File: src/hdl/apms_pkg.sv
// Types, codes and constants of the playback mode stream unit.
// No dependencies; used by every module of the block.
package apms_pkg;

    localparam int unsigned BYTE_W          = 8;
    localparam int unsigned WORD_W          = 16;
    localparam int unsigned DLEN_W          = 17;
    localparam int unsigned DELAY_DEPTH_DEF = 65536;
    localparam logic [DLEN_W-1:0] DELAY_RESET = 17'd44100;

    typedef enum logic [1:0] {
        MODE_NORMAL = 2'd0,
        MODE_DOUBLE = 2'd1,
        MODE_HALF   = 2'd2,
        MODE_DELAY  = 2'd3
    } t_mode;

    typedef enum logic {
        CFG_MODE         = 1'b0,
        CFG_DELAY_LENGTH = 1'b1
    } t_cfg_index;

    typedef enum logic [1:0] {
        OP_EMIT    = 2'd0,  // one word, last set
        OP_TWICE   = 2'd1,  // same word twice
        OP_RING_RD = 2'd2,  // emit stored word, advance
        OP_RING_RW = 2'd3   // emit stored word, store new word, advance
    } t_cmd_op;

    typedef enum logic [1:0] {
        BK_CLEAR,
        BK_IDLE,
        BK_FETCH,
        BK_TWICE
    } t_back_state;

    typedef struct packed {
        logic              func;
        logic [BYTE_W-1:0] low_byte;
        logic [BYTE_W-1:0] high_byte;
    } t_in_item;

    typedef struct packed {
        logic [WORD_W-1:0] word;
        logic              last;
    } t_out_item;

    typedef struct packed {
        t_cmd_op           op;
        logic [WORD_W-1:0] word;
    } t_cmd;

    typedef struct packed {
        logic clearing;
        logic cmd_pop;
    } t_back_status;

endpackage

File: src/hdl/apms_front.sv
// Front part: accepts input items, tracks stereo phase and skip parity,
// and queues commands for the back part. Depends on apms_pkg.
module apms_front (
    input  logic                  i_clk,
    input  logic                  i_rst_n,
    input  logic                  push,
    output logic                  full,
    input  apms_pkg::t_in_item    i_in,
    input  apms_pkg::t_mode       i_mode,
    input  apms_pkg::t_back_status i_status,
    output logic                  o_cmd_valid,
    output apms_pkg::t_cmd        o_cmd
);

    logic           r_right_phase, n_right_phase;
    logic           r_skip_parity, n_skip_parity;
    apms_pkg::t_cmd r_q [2];
    logic           r_wr, r_rd;
    logic [1:0]     r_cnt;

    logic           accept;
    logic           drop;
    logic           enq;
    apms_pkg::t_cmd cmd;
    logic [apms_pkg::WORD_W-1:0] in_word;

    assign full    = (r_cnt == 2'd2) || i_status.clearing;
    assign accept  = push && !full;
    assign in_word = {i_in.high_byte, i_in.low_byte};
    assign enq     = accept && !drop;

    always_comb begin
        n_right_phase = r_right_phase;
        n_skip_parity = r_skip_parity;
        drop          = 1'b0;
        cmd.op        = apms_pkg::OP_EMIT;
        cmd.word      = in_word;
        if (i_in.func) begin
            // drain tick: zero in a left slot, ring tail in a right slot
            n_right_phase = !r_right_phase;
            if (r_right_phase) begin
                cmd.op = apms_pkg::OP_RING_RD;
            end else begin
                cmd.word = '0;
            end
        end else begin
            unique case (i_mode)
                apms_pkg::MODE_DOUBLE: begin
                    n_skip_parity = !r_skip_parity;
                    drop          = r_skip_parity;
                end
                apms_pkg::MODE_HALF: begin
                    cmd.op = apms_pkg::OP_TWICE;
                end
                apms_pkg::MODE_DELAY: begin
                    n_right_phase = !r_right_phase;
                    if (r_right_phase) begin
                        cmd.op = apms_pkg::OP_RING_RW;
                    end
                end
                default: begin
                end
            endcase
        end
    end

    always_ff @(posedge i_clk) begin
        if (!i_rst_n) begin
            r_right_phase <= 1'b0;
            r_skip_parity <= 1'b0;
            r_wr          <= 1'b0;
            r_rd          <= 1'b0;
            r_cnt         <= 2'd0;
        end else begin
            if (accept) begin
                r_right_phase <= n_right_phase;
                r_skip_parity <= n_skip_parity;
            end
            if (enq) begin
                r_wr <= !r_wr;
            end
            if (i_status.cmd_pop) begin
                r_rd <= !r_rd;
            end
            r_cnt <= r_cnt + 2'(enq) - 2'(i_status.cmd_pop);
        end
    end

    always_ff @(posedge i_clk) begin
        if (enq) begin
            r_q[r_wr] <= cmd;
        end
    end

    assign o_cmd_valid = (r_cnt != 2'd0);
    assign o_cmd       = r_q[r_rd];

endmodule

File: config.mk
export PLATFORM = sky130hd
export DESIGN_NAME = apms_front
export DESIGN_NICKNAME = d
export VERILOG_FILES = /design/src/hdl/apms_pkg.sv /design/src/hdl/apms_front.sv
export SDC_FILE = /design/constraint.sdc
export NUM_CORES = 1
export LEC_CHECK = 0
export BUFFER_PORTS_ARGS = -buffer_cell sky130_fd_sc_hd__buf_4
export CAP_MARGIN = 20
export CELL_PAD_IN_SITES_DETAIL_PLACEMENT = 1
export CELL_PAD_IN_SITES_GLOBAL_PLACEMENT = 1
export CORE_ASPECT_RATIO = 1.4
export CORE_MARGIN = 4
export CORE_UTILIZATION = 45
export CTS_CLUSTER_DIAMETER = 30
export DETAILED_ROUTE_END_ITERATION = 6
export GPL_ROUTABILITY_DRIVEN = 0
export PLACE_DENSITY_LB_ADDON = 0.1
export SLEW_MARGIN = 20
export SYNTH_ARGS = -nofsm -noshare
export SYNTH_HDL_FRONTEND = slang
export SYNTH_SLANG_ARGS = --single-unit
File: constraint.sdc
create_clock -name i_clk -period 6.6 [get_ports i_clk]
set_clock_uncertainty 0.2 [all_clocks]
set_input_delay 1.32 -clock i_clk [delete_from_list [all_inputs] [get_ports i_clk]]
set_output_delay 1.32 -clock i_clk [all_outputs]
set_load 0.005 [all_outputs]
# --- Yosys cells after proc, flatten, opt, wreduce, memory -nomap -nowiden ---
# Memory sizes are Yosys's and may differ from the RTL's. A register that Yosys moved wholly into a read port is not among the register bits.
# Cells that the tools add are included.
word_totals:
  memories: 1
  reg_bits: 6
  inputBits: 24
  ram_bits: 36
op_classes:
  n_eq_ne: 4
  n_mux: 14
  n_addsub: 2
  bitwise: 1
  reduce_logical: 13
memory_table:
  columns: ["name", "depth", "width", "rd", "rd_ports_with_merged_regs", "wr", "line", "source"]
  rows:
  - ["r_q", 2, 18, 1, 1, 1, "apms_front.sv:17", "apms_pkg::t_cmd r_q [2];"]
op_table:
  columns: ["cell", "count"]
  rows:
  - ["2-to-1 mux 16 bit", 2]
  - ["2-to-1 mux 1 bit", 8]
  - ["== test 2 bit (second input constant)", 3]
  - ["logical NOT 1 bit", 6]
  - ["2-to-1 mux 2 bit", 3]
  - ["case mux 2 bit (2 select lines)", 1]
  - ["nonzero test 2 bit", 2]
  - ["AND reduction 3 bit", 1]
  - ["adder 2 x 1 -> 2 bit", 1]
  - ["== test 2 x 1 -> 1 bit (second input constant)", 1]
  - ["logical AND 1 bit", 2]
  - ["AND reduction 2 bit", 1]
  - ["subtractor 2 x 1 -> 2 bit", 1]
  - ["logical OR 1 bit", 1]
  - ["NOT 1 bit", 1]

# --- Depth between registers and ports, before layout ---
# Gate-level depths: netlist of run 1.
logic_depth:
  depth_word: 7
  mapped_depth: 9

# --- Worst setup path before layout of run 1 ---
# No wires, ideal clock.
synth_timing:
  kind: "input -> register"
  from: "in i_status[1] (netlist bit)"
  to: "mem r_q[0][0] (netlist bit), enable pin"
  required_time_ns: 6.007
  path_stages: 4
  arrival_ns: 2.757
  path_slack_ns: 3.250
  path_buffers: 1
  cell_sequence: "nand2b_1 or3_1 buf_2 nor2_1"
synth_via:
  elab_chain_cells: 6
synth_rtl:
  columns: ["item", "line", "source"]
  rows:
  - ["start: declaration", "apms_front.sv:10", "input apms_pkg::t_back_status i_status,"]
  - ["logical OR 1 bit", "apms_front.sv:27", "assign full = (r_cnt == 2'd2) || i_status.clearing;"]
  - ["logical NOT 1 bit", "apms_front.sv:28", "assign accept = push && !full;"]
  - ["logical AND 1 bit", "apms_front.sv:28", null]
  - ["logical AND 1 bit", "apms_front.sv:30", "assign enq = accept && !drop;"]
  - ["2-to-1 mux 1 bit", "apms_front.sv:90", "if (enq) begin"]
  - ["2-to-1 mux 1 bit (not written as such)", "apms_front.sv:91", "r_q[r_wr] <= cmd;"]
  - ["end: declaration", "apms_front.sv:17", null]
# Every way passes these cells.

# --- Worst setup path after layout of run 1 ---
layout_timing:
  from: "in i_status[1] (netlist bit)"
  to: "out full"
layout_via:
  elab_chain_cells: 1
layout_rtl:
  columns: ["item", "line", "source"]
  rows:
  - ["logical OR 1 bit", "apms_front.sv:27", null]
  - ["end: declaration", "apms_front.sv:7", "output logic full,"]
# Every way passes these cells.

==> results of run 1 <==
cells in the final DEF, fill, tap and decap left out, types with 2 or more instances in the layout:
cell type,instances
nand2_1,2
or2_2,2
xnor2_1,2
clkbuf_1,2
buf_4,43
inv_1,2
mux2_2,18
ha_1,2
edfxtp_1,36
dfxtp_1,7
and2_1,20
nor2_2,2
nand2b_1,2
nor2b_1,2
clkbuf_8,5
layer usage:
layer	share of wire (%)	track usage (%)	vias up	wire length (um)
li1	-	-	506	-
met1	36	17.70	525	1272
met2	58	29.03	30	2039
met3	4.7	3.421	4	165
met4	1.2	5.857	0	42
met5	0	0	-	0
worst register-to-register path, cell delays in order (launching register included):
cell and delay [ns]:
dfxtp_1 0.34, nor2b_4 0.15, or3_1 0.47, nor2_2 0.76
layout make-up:
| type | count | area share [%] |
|---|---|---|
| multi-input combinational | 66 | 24.37 |
| tap | 42 | 2.358 |
| clock buffer | 7 | 3.425 |
| sequential | 43 | 54.80 |
| clock inverter | 1 | 0.2246 |
| timing repair buffer | 43 | 14.49 |
| inverter | 2 | 0.3369 |
worst max-delay path by stage:
stage,end,depth (start not counted)
global placement,r_q[1][10],4
finish,full,3
detailed placement,r_q[1][11],4
global route,full,3
floorplan,r_q[0][0],4
CTS,full,3
power groups by stage:
stage / clock [mW] / combinational (mW) / sequential, mW
6_report: 0.152 / 0.0955 / 0.328
5_1_grt: 0.171 / 0.107 / 0.330
4_1_cts: 0.156 / 0.0979 / 0.329
3_5_place_dp: 0 / 0.0971 / 0.335
3_3_place_gp: 0 / 0.0926 / 0.332
2_1_floorplan: 0 / 0.0551 / 0.327
metrics by stage:
| step | instances | util (%) |
|---|---|---|
| finish | 204 | 59.57 |
| CTS | 204 | 59.57 |
| floorplan | 115 | - |
| detailed placement | 196 | 57.39 |
| global placement | 196 | 57.39 |
| global route | 204 | 59.57 |
flip-flops by register name, summed over array words and instances (netlist names), named ones only:
signal / count
r_cnt: 2
r_q: 36
r_rd: 1
r_right_phase: 1
r_skip_parity: 1
r_wr: 1
kinds of logic after synthesis:
logic type,Yosys count,share of synthesized area (%)
adders and majority gates,2,1.401
DFF,43,68.40
xor gates and xnor gates,3,1.472
buffers and inverters,6,1.471
and+or+nand+nor,37,13.32
muxes,19,11.91
AOI/OAI and AO/OA,5,2.033
==> key figures, run 1 <==
Detailed routing
  – Vias per cell: 5.221
  – Total number of vias: 1065
  – Post-route ant nets: 0
  – Avg WL per Cell: 17.25 um
  – First-pass iteration count of the detailed router: 4
  – Starting DRT DRC Count: 17
  – Post-Route WL: 3.520 mm
  – DRC: 0

STA
  – Worst Tran Pin Value: 0.9581 ns
  – Setup violators final: 0
  – RSZ-0062 raised after global routing: no
  – Max-slew violation count: 0
  – Final Cycle Share: 50.99%
  – Min Clock Period, post-route: 3.365 ns
  – Hold Violations, Final: 0
  – Setup ws final: 3.235 ns
  – Slew Limit Headroom: 36.06%
  – F_max: 0.2972 GHz
  – Hold slack: 0.3153 ns
  – Post-Route Setup TNS: 0 ns

Power and ir drop
  – P_int: 0.4468 mW
  – Logic pwr share: approximately 17%
  – Clock power share: approximately a quarter
  – Sequential power share: 57.0%
  – Sw Ratio: 22.32%
  – VDD IR max: 0.0001353 V
  – Total leakage power: approximately 0.86 nW
  – Pwr dens: 258.1 mW/mm^2
  – Power consumption: roughly 0.58 mW
  – P_sw: about 0.13 mW

Die
  – Initial core utilization: 47.73%
  – Rows: 26
  – Height of the die: 82.53 um
  – IO Pins: 44
  – Core ar.: 0.003741 mm^2
  – Die Wd: 61.24 um
  – Die ar.: about 0.0051 mm^2

Synth
  – Top-count cell post-synth: edfxtp_1
  – Sequential area share after synthesis: 68.40%
  – Async set-reset flop share out of synthesis: 0%
  – Synthesized cell area: 0.001785 mm^2
  – Mapped Cells: approximately 120
  – Ranking of synthesized cells by area: edfxtp_1, mux2_2, dfxtp_1
  – Syn_nets: 141
  – Syn avg cell area: 15.53 um^2
  – FF+latch count, synth: 43
  – Synth cell count leaders: edfxtp_1, and2_1, mux2_2, dfxtp_1, buf_2
  – Leading area contributor after synthesis: edfxtp_1
  – Post-synth EDFFs: 36
  – Top cell type's share of synthesized area: 60.55%
  – Ys flop type: edfxtp_1
  – Warnings, synthesis: 0
  – Yosys cell types: 28

Global route
  – Gr usage total: between 15 and 20%
  – Largest net degree at the start of global routing: 19
  – Vias in the first global route: 1250
  – Grt ovf: 0
  – Initial antenna violation count: 0
  – First-pass GRT wire length: between 5 and 6 mm

Cells and area
  – Final instance area: 0.002228 mm^2
  – Area Growth Syn to Fin: 24.81%
  – Layout cell share with drive strength beyond 1: 44.44%
  – Antenna Cells: 0
  – Register area: between 0.001 and 0.0015 mm^2
  – Filler cells: 371
  – Multi-input logic area: 543.0 um^2
  – Nets: between 150 and 200

Flow run
  – MaxCap Viol Count: 0

Critical path
  – Data required time of the worst path: 5.08 ns
  – CP Cell Sequence: buf_4 -> or2_2 -> buf_4
  – CP max stage delay: 0.28 ns
  – Cells on worst reg2reg path: 3
  – Critical Path AT: 1.85 ns
  – Worst R2R End: r_q[1][5]
  – Most used cell, CP: buf_4
  – Critical Path Sink Type: output pin
  – Worst path top cell family by delay: simple AND/OR/NAND/NOR gates
  – Reg2Reg Launch Point: r_cnt[1]
  – Bufs and invs on worst path: 2
  – Worst setup SP type: input pin
  – Worst-path fanout max: 2
  – CP max stage cell: or2_2
  – Critical path class: in -> out
  – CP Launch Point: i_status[1]
  – Register-to-Register Setup Slack: 4.30 ns

Clocking
  – Root buffer cell: clkbuf_8
  – Clk_lat worst skew: between 0.2 and 0.3 ns
  – Clock-pin slew on the worst setup and hold paths: 0.07 ns
  – H-tree Lvls: 2
  – CTS sink cnt: 43
  – Post-CTS Resized: 0
  – Worst-case clock buffer depth: 2
  – CTS Hold Bufs: 0
  – Post-CTS Setup Bufs: 0
  – TritonCTS clock tree: yes
  – Total CTS buffers: 5

Outcome
  – Status: finished, final reports clean

Hold path
  – Hold wc startpoint: r_wr
  – Hold WC Path Type: reg -> reg
  – WHS Endpoint: r_wr
  – Worst hold path depth: 2

Placed design
  – Worst slack, placed: 3.163 ns
  – Area after DPL: 0.002147 mm^2
  – DP Wirelength: roughly 2.7 mm
  – Port Buf Inserts: 43
Power figures use the tool's default switching activity.
==> run 2: changes to the inputs <==
CORE_UTILIZATION = 42   (was 45)
clock period = 3.3 ns   (was 6.6 ns; I/O delays follow)
==> run 2 against run 1 <==
Against the previous run:
- via count is 1.1% lower
- worst hold slack worse by 0.0098 ns
- largest cell class unchanged
- first-iteration DRC count is 18% higher
- critical path type is now reg -> out
- worst setup slack worse by 2.5 ns
- combinational power is 100% higher
==> key figures, run 2 (synthesized netlist as in run 1, its figures left out) <==
STA
  – Post-Route Setup TNS: 0 ns (unchanged)
  – Worst Tran Pin Value: 0.8726 ns (-0.08545 ns)
  – Hold Violations, Final: 0 (unchanged)
  – Min Clock Period, post-route: between 2 and 3 ns
  – Hold slack: 0.3056 ns (-0.009783 ns)
  – Setup ws final: 0.6849 ns (-2.550 ns)
  – Max-slew violation count: 0 (unchanged)
  – Slew Limit Headroom: 41.75% (+5.7 points)
  – Final Cycle Share: 79.25%
  – F_max: 0.3824 GHz
  – Setup violators final: 0 (unchanged)
  – RSZ-0062 raised after global routing: no

Die
  – Initial core utilization: 44.41% (-3.3 points)
  – Die Wd: 63.11 um (+3.1%)
  – Rows: 27 (+3.8%)
  – IO Pins: 44 (unchanged)
  – Height of the die: 85.15 um (+3.2%)
  – Core ar.: 0.004020 mm^2 (+7.5%)
  – Die ar.: 0.005373 mm^2 (+6.3%)

Critical path
  – Critical Path Sink Type: output pin
  – Worst setup SP type: flop
  – Critical Path AT: 1.76 ns (-0.09 ns)
  – Worst path top cell family by delay: flip-flops
  – Critical path class: reg -> out
  – CP max stage delay: 0.89 ns (+0.61 ns)
  – Data required time of the worst path: 2.44 ns (-2.64 ns)
  – CP max stage cell: dfxtp_1
  – Bufs and invs on worst path: 1 (-1)
  – CP Cell Sequence: mux2_2 -> buf_4
  – Worst-path fanout max: 18 (+16)

Placed design
  – Area after DPL: 0.002163 mm^2 (+0.76%)
  – DP Wirelength: 2.484 mm (-7.1%)
  – Cells after DPL: 199 (+1.5%)
  – Port Buf Inserts: 43 (unchanged)
  – Worst slack, placed: 0.5826 ns (-2.580 ns)

Clocking
  – CTS sink cnt: 43 (unchanged)
  – Total CTS buffers: 5 (unchanged)
  – Clock-pin slew on the worst setup and hold paths: 0.08 ns (about the same)
  – Root buffer cell: clkbuf_8
  – CTS Hold Bufs: 0 (unchanged)
  – Clk_lat worst skew: 0.29 ns (about the same)
  – Post-CTS Resized: 0 (unchanged)
  – Worst-case clock buffer depth: 2 (unchanged)
  – Post-CTS Setup Bufs: 0 (unchanged)
  – TritonCTS clock tree: yes
  – H-tree Lvls: 2 (unchanged)

Detailed routing
  – Avg WL per Cell: 16.37 um (-5.1%)
  – DRC: 0 (unchanged)
  – First-pass iteration count of the detailed router: 4 (unchanged)
  – Starting DRT DRC Count: 20 (+3)
  – Vias per cell: 5.087 (-2.6%)
  – Total number of vias: 1053 (-1.1%)
  – Post-route ant nets: 0 (unchanged)
  – Post-Route WL: 3.388 mm (-3.8%)

Global route
  – Largest net degree at the start of global routing: 19 (unchanged)
  – Gr usage total: 14.24% (-1.7 points)
  – Initial antenna violation count: 0 (unchanged)
  – Grt ovf: 0 (unchanged)
  – First-pass GRT wire length: 5.706 mm (-0.59%)
  – Vias in the first global route: 1213 (-3.0%)

Cells and area
  – Most frequent cells in the layout: buf_4, edfxtp_1, and2_1, mux2_2, dfxtp_1
  – Layout cell share with drive strength beyond 1: 46.34% (+1.9 points)
  – Post-route insts no fill: 207 (+1.5%)
  – Commonest non-fill, non-tap cell in the layout: buf_4
  – Biggest regs: r_q x36, r_cnt x2
  – Area Growth Syn to Fin: 27.47%
  – Final instance area: 0.002276 mm^2 (+2.1%)
  – Register area: 0.001221 mm^2 (unchanged)
  – Antenna Cells: 0 (unchanged)
  – Largest register FFs: 36 (unchanged)
  – Filler cells: 385 (+3.8%)
  – Final core occ: 56.61% (-3.0 points)
  – Top reg by flops: r_q
  – Nets: 189 (+1.1%)
  – Multi-input logic area: 543.0 um^2 (unchanged)

Power and ir drop
  – Pwr dens: 547.1 mW/mm^2 (+110%)
  – VDD IR max: 0.0003824 V (+180%)
  – Power consumption: 1.245 mW (+120%)
  – Total leakage power: 0.8819 nW (+3.1%)

Flow run
  – MaxCap Viol Count: 0 (unchanged)

Hold path
  – Hold WC Path Type: reg -> reg

Outcome
  – Status: finished, final reports clean
[run 2: final cells by class]
cell class | instances | area share (%)
Sequential cell | 43 | 53.66
Multi-Input combinational cell | 66 | 23.86
Timing Repair Buffer | 45 | 14.84
Clock buffer | 5 | 3.024
Tap cell | 43 | 2.364
Clock inverter | 3 | 1.924
Inverter | 2 | 0.3299
[run 2: tightest hold or removal path: cells and delay by family, from the launching register on]
| family | cells | cell delay, ns |
|---|---|---|
| muxes | 1 | 0.06 |
| and+or+nand+nor | 1 | 0.06 |
| DFF | 1 | 0.34 |
[run 2: power by group]
group          total, mW  internal (mW)  switching, mW  leakage (nW)
clock              0.398          0.225          0.173        0.0581
sequential         0.655          0.631         0.0239         0.393
combinational      0.193          0.116         0.0766         0.431
total               1.25          0.972          0.273         0.882
[run 2: path summary, 6_finish.rpt]
check | startpoint | end | slack, ns | cells after the start
worst max-delay path | flop | o_cmd[14] | 0.68 | 2
worst min-delay path | r_wr | r_wr | 0.31 | 2
worst max register to register | r_cnt[1] | r_cnt[1] | 1.09 | 8
worst min register to register | r_wr | r_wr | 0.31 | 2
[run 2: metal layers]
| metal | global-route usage (%) | vias to the layer above | routed length, um |
|---|---|---|---|
| met1 | 13.24 | 511 | 1206 |
| met3 | 4.768 | 6 | 169 |
| met4 | 8.635 | 0 | 64 |
| li1 | - | 511 | - |
| met5 | 0 | - | 0 |
| met2 | 26.32 | 25 | 1947 |
==> run 3: changes to the inputs <==
CORE_UTILIZATION = 38   (was 42)
clock period = 2.3 ns   (was 3.3 ns; I/O delays follow)
==> run 3 against run 2 <==
Against the previous run:
- sequential power rose by 42%
- register-to-register slack got worse by 0.89 ns
- combinational power increased by 56%
- cell count rose by 12%
==> key figures, run 3 (synthesized netlist as in run 1, its figures left out) <==
Outcome
  – Status: finished, final reports clean

Critical path
  – Critical path class: reg -> out
  – Worst-path fanout max: 12 (-6)
  – Worst setup SP type: flop
  – Critical Path AT: 1.53 ns (-0.23 ns)
  – Data required time of the worst path: 1.64 ns (-0.80 ns)
  – Critical Path Sink Type: output pin

Power and ir drop
  – Pwr dens: 799.8 mW/mm^2 (+46%)
  – Clock power share: 35.3% (+3.4 points)
  – Sw Ratio: 20.24% (-1.7 points)
  – P_int: 1.520 mW (+56%)
  – VDD IR max: 0.0004866 V (+27%)
  – Total leakage power: 0.9203 nW (+4.4%)
  – Logic pwr share: 15.8% (+0.3 points)
  – Sequential power share: 48.9% (-3.7 points)
  – P_sw: 0.3857 mW (+41%)

Die
  – IO Pins: 44 (unchanged)
  – Die ar.: 0.005875 mm^2 (+9.3%)
  – Height of the die: 89.11 um (+4.7%)
  – Initial core utilization: 39.37% (-5.0 points)
  – Rows: 29 (+7.4%)
  – Die Wd: 65.93 um (+4.5%)
  – Core ar.: 0.004536 mm^2 (+13%)

Cells and area
  – Largest register FFs: 36 (unchanged)
  – Top reg by flops: r_q
  – Biggest regs: r_q x36, r_cnt x2
  – Layout cell share with drive strength beyond 1: 47.34% (+1.0 points)
  – Most frequent cells in the layout: buf_4, edfxtp_1, and2_1, mux2_2, dfxtp_1
  – Antenna Cells: 0 (unchanged)
  – Multi-input logic area: 543.0 um^2 (unchanged)
  – Area Growth Syn to Fin: 33.43%
  – Nets: 194 (+2.6%)
  – Register area: 0.001221 mm^2 (unchanged)
  – Commonest non-fill, non-tap cell in the layout: buf_4
  – Filler cells: 457 (+19%)

Detailed routing
  – Post-route ant nets: 0 (unchanged)
  – Post-Route WL: 3.395 mm (+0.21%)
  – Vias per cell: 4.645 (-8.7%)
  – DRC: 0 (unchanged)
  – Total number of vias: 1073 (+1.9%)
  – First-pass iteration count of the detailed router: 4 (unchanged)
  – Starting DRT DRC Count: 28 (+40%)
  – Avg WL per Cell: 14.70 um (-10%)

Global route
  – Grt ovf: 0 (unchanged)
  – First-pass GRT wire length: 5.444 mm (-4.6%)
  – Initial antenna violation count: 0 (unchanged)
  – Gr usage total: 12.69% (-1.5 points)
  – Largest net degree at the start of global routing: 17 (-2)
  – Vias in the first global route: 1213 (unchanged)

Clocking
  – TritonCTS clock tree: yes
  – Root buffer cell: clkbuf_8
  – Total CTS buffers: 5 (unchanged)
  – Worst-case clock buffer depth: 2 (unchanged)
  – Clock-pin slew on the worst setup and hold paths: 0.08 ns (about the same)
  – Post-CTS Setup Bufs: 0 (unchanged)
  – H-tree Lvls: 2 (unchanged)
  – Clk_lat worst skew: 0.28 ns (about the same)
  – CTS sink cnt: 43 (unchanged)
  – Post-CTS Resized: 0 (unchanged)
  – CTS Hold Bufs: 0 (unchanged)

STA
  – Slew Limit Headroom: 63.81% (+22 points)
  – RSZ-0062 raised after global routing: no
  – Setup violators final: 0 (unchanged)
  – Setup ws final: 0.1117 ns (-0.5732 ns)
  – Max-slew violation count: 0 (unchanged)
  – Final Cycle Share: 95.14%
  – F_max: 0.4570 GHz
  – Hold slack: 0.2491 ns (-0.05646 ns)
  – Min Clock Period, post-route: 2.188 ns
  – Worst Tran Pin Value: 0.5428 ns (-0.3298 ns)
  – Hold Violations, Final: 0 (unchanged)

Placed design
  – Port Buf Inserts: 43 (unchanged)
  – DP Wirelength: 2.422 mm (-2.5%)
  – Worst slack, placed: -0.06532 ns (-0.6480 ns)

Hold path
  – Hold WC Path Type: in -> reg

Flow run
  – MaxCap Viol Count: 0 (unchanged)
run 3: changes by cell type in the layout (fill, tap and decap cells not counted):
cell / previous run / this run
buf_4: 45 / 48
buf_12: 0 / 2
bufinv_16: 1 / 2
clkbuf_1: 0 / 1
clkinv_2: 1 / 0
clkinv_4: 1 / 0
run 3: layout make-up:
type | count | area share, %
Timing Repair Buffer | 50 | 16.81
Clock inverter | 2 | 2.521
Tap cell | 62 | 3.256
Sequential cell | 43 | 51.26
Multi-Input combinational cell | 66 | 22.79
Clock buffer | 6 | 3.046
Inverter | 2 | 0.3151
run 3: path summary, 6_finish.rpt:
path	from	to	slack, ns	cells past startpoint
worst min-delay path	i_rst_n	flop	0.25	2
worst max-delay path	flop	o_cmd[6]	0.11	3
worst min register to register	r_wr	r_wr	0.30	2
worst max register to register	r_cnt[1]	r_cnt[1]	0.20	8
run 3: stage by stage:
step / TNS [ns] / total power, mW / cell area [um^2] / cells / utilization [%]
finish: 0 / 1.905 / 2382 / 231 / 52.52
global placement: 0 / 1.243 / 2250 / 223 / 49.60
detailed placement: -0.06532 / 1.257 / 2250 / 223 / 49.60
CTS: 0 / 1.933 / 2382 / 231 / 52.52
global route: 0 / 2.001 / 2382 / 231 / 52.52
floorplan: -6.834 / 1.097 / 1785 / 115 / -
run 3: per-layer routing:
layer  up-vias  wire [um]  part of all wire (%)  global-route usage, %
met3         5        244                   7.2                  4.780
met4         0         47                   1.4                  4.436
met2        27       1958                    58                  24.91
li1        521          -                     -                      -
met5         -          0                     0                      0
met1       520       1145                    34                  11.69
run 3: worst max-delay path, stage by stage, from the launching register on:
cell	delay [ns]
dfxtp_1	0.56
buf_12	0.19
mux2_2	0.35
buf_4	0.14
run 3: power by group through the flow:
stage,clock [mW],combinational (mW),sequential [mW]
after floorplan,0,0.158,0.939
after global placement,0,0.296,0.947
after detailed placement,0,0.308,0.949
after CTS,0.690,0.310,0.932
after global routing,0.727,0.337,0.937
final,0.672,0.302,0.931
